[src/sv/scs_ram.sv]
`timescale 1ns / 1ps
// ----------------------------------------------------------------------------
// scs_ram
// Generic single-port-write, single-port-read RAM with registered read data.
// ----------------------------------------------------------------------------
module scs_ram #(
  parameter int WIDTH = 8,
  parameter int DEPTH = 16
) (
  input  logic                     clk,
  input  logic                     we,
  input  logic [$clog2(DEPTH)-1:0] waddr,
  input  logic [WIDTH-1:0]         wdata,
  input  logic [$clog2(DEPTH)-1:0] raddr,
  output logic [WIDTH-1:0]         rdata
);
  logic [WIDTH-1:0] mem [DEPTH];

  always_ff @(posedge clk) begin
    if (we) begin
      mem[waddr] <= wdata;
    end
    rdata <= mem[raddr];
  end
endmodule

[config.mk]
export PLATFORM = sky130hd
export DESIGN_NAME = scs_ram
export DESIGN_NICKNAME = d
export VERILOG_FILES = /design/src/sv/scs_ram.sv
export SDC_FILE = /design/constraint.sdc
export NUM_CORES = 1
export LEC_CHECK = 0
export BUFFER_PORTS_ARGS = -buffer_cell sky130_fd_sc_hd__buf_4
export CAP_MARGIN = 20
export CELL_PAD_IN_SITES_DETAIL_PLACEMENT = 2
export CELL_PAD_IN_SITES_GLOBAL_PLACEMENT = 2
export CORE_MARGIN = 3
export CORE_UTILIZATION = 48
export CTS_CLUSTER_DIAMETER = 40
export DETAILED_ROUTE_END_ITERATION = 8
export PLACE_DENSITY = 0.83
export SYNTH_ARGS = -nofsm -noshare
export SYNTH_HDL_FRONTEND = slang
export SYNTH_SLANG_ARGS = --single-unit
export TNS_END_PERCENT = 5
[constraint.sdc]
create_clock -name clk -period 2 [get_ports clk]
set_clock_uncertainty 0.05 [all_clocks]
set_input_delay 0.1 -clock clk [delete_from_list [all_inputs] [get_ports clk]]
set_output_delay 0.1 -clock clk [all_outputs]
set_load 0.1 [all_outputs]
==> results.toml <==
[synth]
synth.most_common_cell = "sky130_fd_sc_hd__edfxtp_1"
syn_inst = 229
post_synthesis_adder_cell_area_fraction = 0
synth_cell_type_count = 19
synth-warning-count = 0
synth_top_cells_by_count = "128 x sky130_fd_sc_hd__edfxtp_1, 18 x sky130_fd_sc_hd__mux4_2, 16 x sky130_fd_sc_hd__a22oi_1"
postSynth.asyncResetShare = 0
cell_area_after_synthesis_um2 = 5150
synthDominantAreaCellType = "sky130_fd_sc_hd__edfxtp_1"
synth_nets = 247
xor_xnor_share_of_the_synthesized_area = 0
synthMuxAreaShare = 0.150
main_combinational_cell_family_by_area_after_synthesis = "multiplexers"
number_of_synthesized_flops_with_an_enable_pin = 128
ys_dominant_reg_cell = "sky130_fd_sc_hd__edfxtp_1"
synth_top_area_share = 0.747
synth_top_cells_by_area = "sky130_fd_sc_hd__edfxtp_1 75%, sky130_fd_sc_hd__mux4_2 7.9%, sky130_fd_sc_hd__mux4_1 7.1%"
synth_compound_area_frac = 0.0233
synth-simple-area-share = 0.0318
syn_avg_cell_area_um2 = 22.5
synth_seq_area_share = 0.778
ys_seq_elements = 136

[global_routing]
first_global_vias = 2799
antenna_found_initial = 0
grt_first_pass_wirelength_mm = 20.2
grt.total_usage = 0.255
grt_max_degree = 33
globalRoute.totalOverflow = 0

[timing]
period_share = 0.816
relSlewSlack = 0.430
finalHoldViolations = 0
timing.final.ws_setup_ns = 0.368
period_minus_slack_ns = 1.63
fmax_mhz = 613
final-setup-viol-count = 0
finalMaxSlewViolations = 0
setup_tns_ns = 0
hold-worst-slack_ns = 0.0658
grt_setup_unrepaired = "no"
tightestPinTransition_ns = 0.853

[drt]
avgViaCountPerCell = 6.04
drt_iter0_drc = 271
final_antenna_net_count = 0
detailroute.via_count = 2645
drt_pre_antenna_iters = 5
detail_route.wl_per_cell_um = 32.3
detail_route.drc_violations = 0
detailed_route_wire_length_mm = 14.1

[cells_and_area]
layout.filler_cells = 853
proportion_of_layout_cells_with_a_drive_suffix_above_1 = 0.305
antennaDiodeCount = 0
final_net_count = 307
flow.area_growth_from_synthesis_pct = 19.6
final_core_util = 0.594

[floorplan]
floorplan.die_area_um2 = 12000
die_y_um = 110
initial_utilization = 0.496
core_area_um2 = 10400
die_width_um = 110
rows = 37
floorplan.io_pins = 26

[clock_tree]
clock_tree.htree_level_count = 4
post_cts_resize_count = 0
clock_path_buffers = 2
worstSkewPairLatency_ns = 0.52
post-cts-setup-buffers = 0
clkSlewWorstSetupHoldPaths_ns = 0.07
cts_inserted_buffers = 17
clock_sink_count = 136
cts_tree = "built"
clock-root-buffer = "sky130_fd_sc_hd__clkbuf_8"

[critical_path]
path_class = "reg -> reg"
worst-path-max-fanout = 1
arrival_time_worst_endpoint_ns = 1.97
data_required_time_at_the_worst_endpoint_ns = 2.34
critPathLaunchType = "register"
endpoint_kind = "register"

[placed_design]
io_buffer_count = 25
detailedPlacementHpwl_mm = 8.51
place_worst_setup_slack_ns = 0.214
gp_congestion = 0.730

[pwr]
power.static_leakage_nw = 2.08
ir_drop_mv = 0.637
post-layout-total-power_mw = 6.51
power.density_nw_per_um2 = 1060

[worst_hold_path]
worstHoldPathType = "in -> reg"

[outcome]
outcome = "completed"

[run]
maxCapViolCount = 0
## registers in the layout (all words and copies together) (netlist names)
| signal | cells |
|---|---|
| mem | 128 |
| rdata | 8 |
## cell type report
class | instances | area [um^2] | share of cell area
flip-flops and latches | 136 | 4000 | 0.651
multi-input cells | 83 | 1060 | 0.172
clock buffers | 19 | 422 | 0.0685
repair buffers | 51 | 403 | 0.0655
well taps | 136 | 170 | 0.0276
clock inverters | 13 | 98.8 | 0.0161
## metal layers
metal / vias up / part of all wire / global-route usage
li1: 1093 / - / -
met1: 1403 / 0.43 / 0.364
met2: 130 / 0.50 / 0.403
met3: 19 / 0.060 / 0.0593
met4: 0 / 0.015 / 0.0650
met5: - / 0 / 0
## logic make-up (layout without fill, tap and decap cells)
kind of cell / count (synthesis) / in the layout
flip-flops: 136 / 136
AO/OA/AOI/OAI: 16 / 16
buffers and inverters: 10 / 83
AND/OR/NAND/NOR: 35 / 35
multiplexers: 32 / 32
## path summary, 6_finish.rpt
check / start / endpoint / slack (ns) / cells past startpoint
setup / recovery: mem[4][3]$_DFFE_PP_ / rdata[3]$_DFF_P_ / 0.37 / 3
hold / removal: waddr[0] / mem[12][4]$_DFFE_PP_ / 0.07 / 3
setup reg to reg: mem[4][3]$_DFFE_PP_ / rdata[3]$_DFF_P_ / 0.37 / 3
hold reg to reg: mem[15][1]$_DFFE_PP_ / rdata[1]$_DFF_P_ / 0.66 / 3
## report_power, final
group / switching, mW / leakage [nW] / internal [mW]
clock network: 1.27 / 0.238 / 1.53
registers: 0.0321 / 1.22 / 3.19
logic: 0.328 / 0.620 / 0.154
total: 1.63 / 2.08 / 4.87
## critical path: stages, from the launching register on
cell	delay [ns]
sky130_fd_sc_hd__edfxtp_1	0.42
sky130_fd_sc_hd__mux4_1	0.55
sky130_fd_sc_hd__a22oi_1	0.36
sky130_fd_sc_hd__nand2_1	0.12
## placed cells by master (no fill, tap or decap), drive strengths merged
master / n
dlygate4sd3: 8
nand2: 9
and2b: 1
a22oi: 16
clkinvlp: 6
mux4: 32
nand3: 1
nor2b: 1
inv: 4
nand2b: 2
and2: 1
nor2: 13
dfxtp: 8
or3b: 1
nand3b: 2
buf: 43
nor3: 4
clkbuf: 19
clkinv: 3
edfxtp: 128
## through the flow
stage	cells	cell area, um^2
after floorplan	229	5150
after global placement	398	5550
after detailed placement	398	5550
after CTS	438	6150
after global routing	438	6150
final	438	6150
## timing repair
action                                  CTS  global route
endpoints found under the setup margin    0             0
hold endpoints to repair                128             0
hold buffers                              8             0
Power figures use the tool's default switching activity.
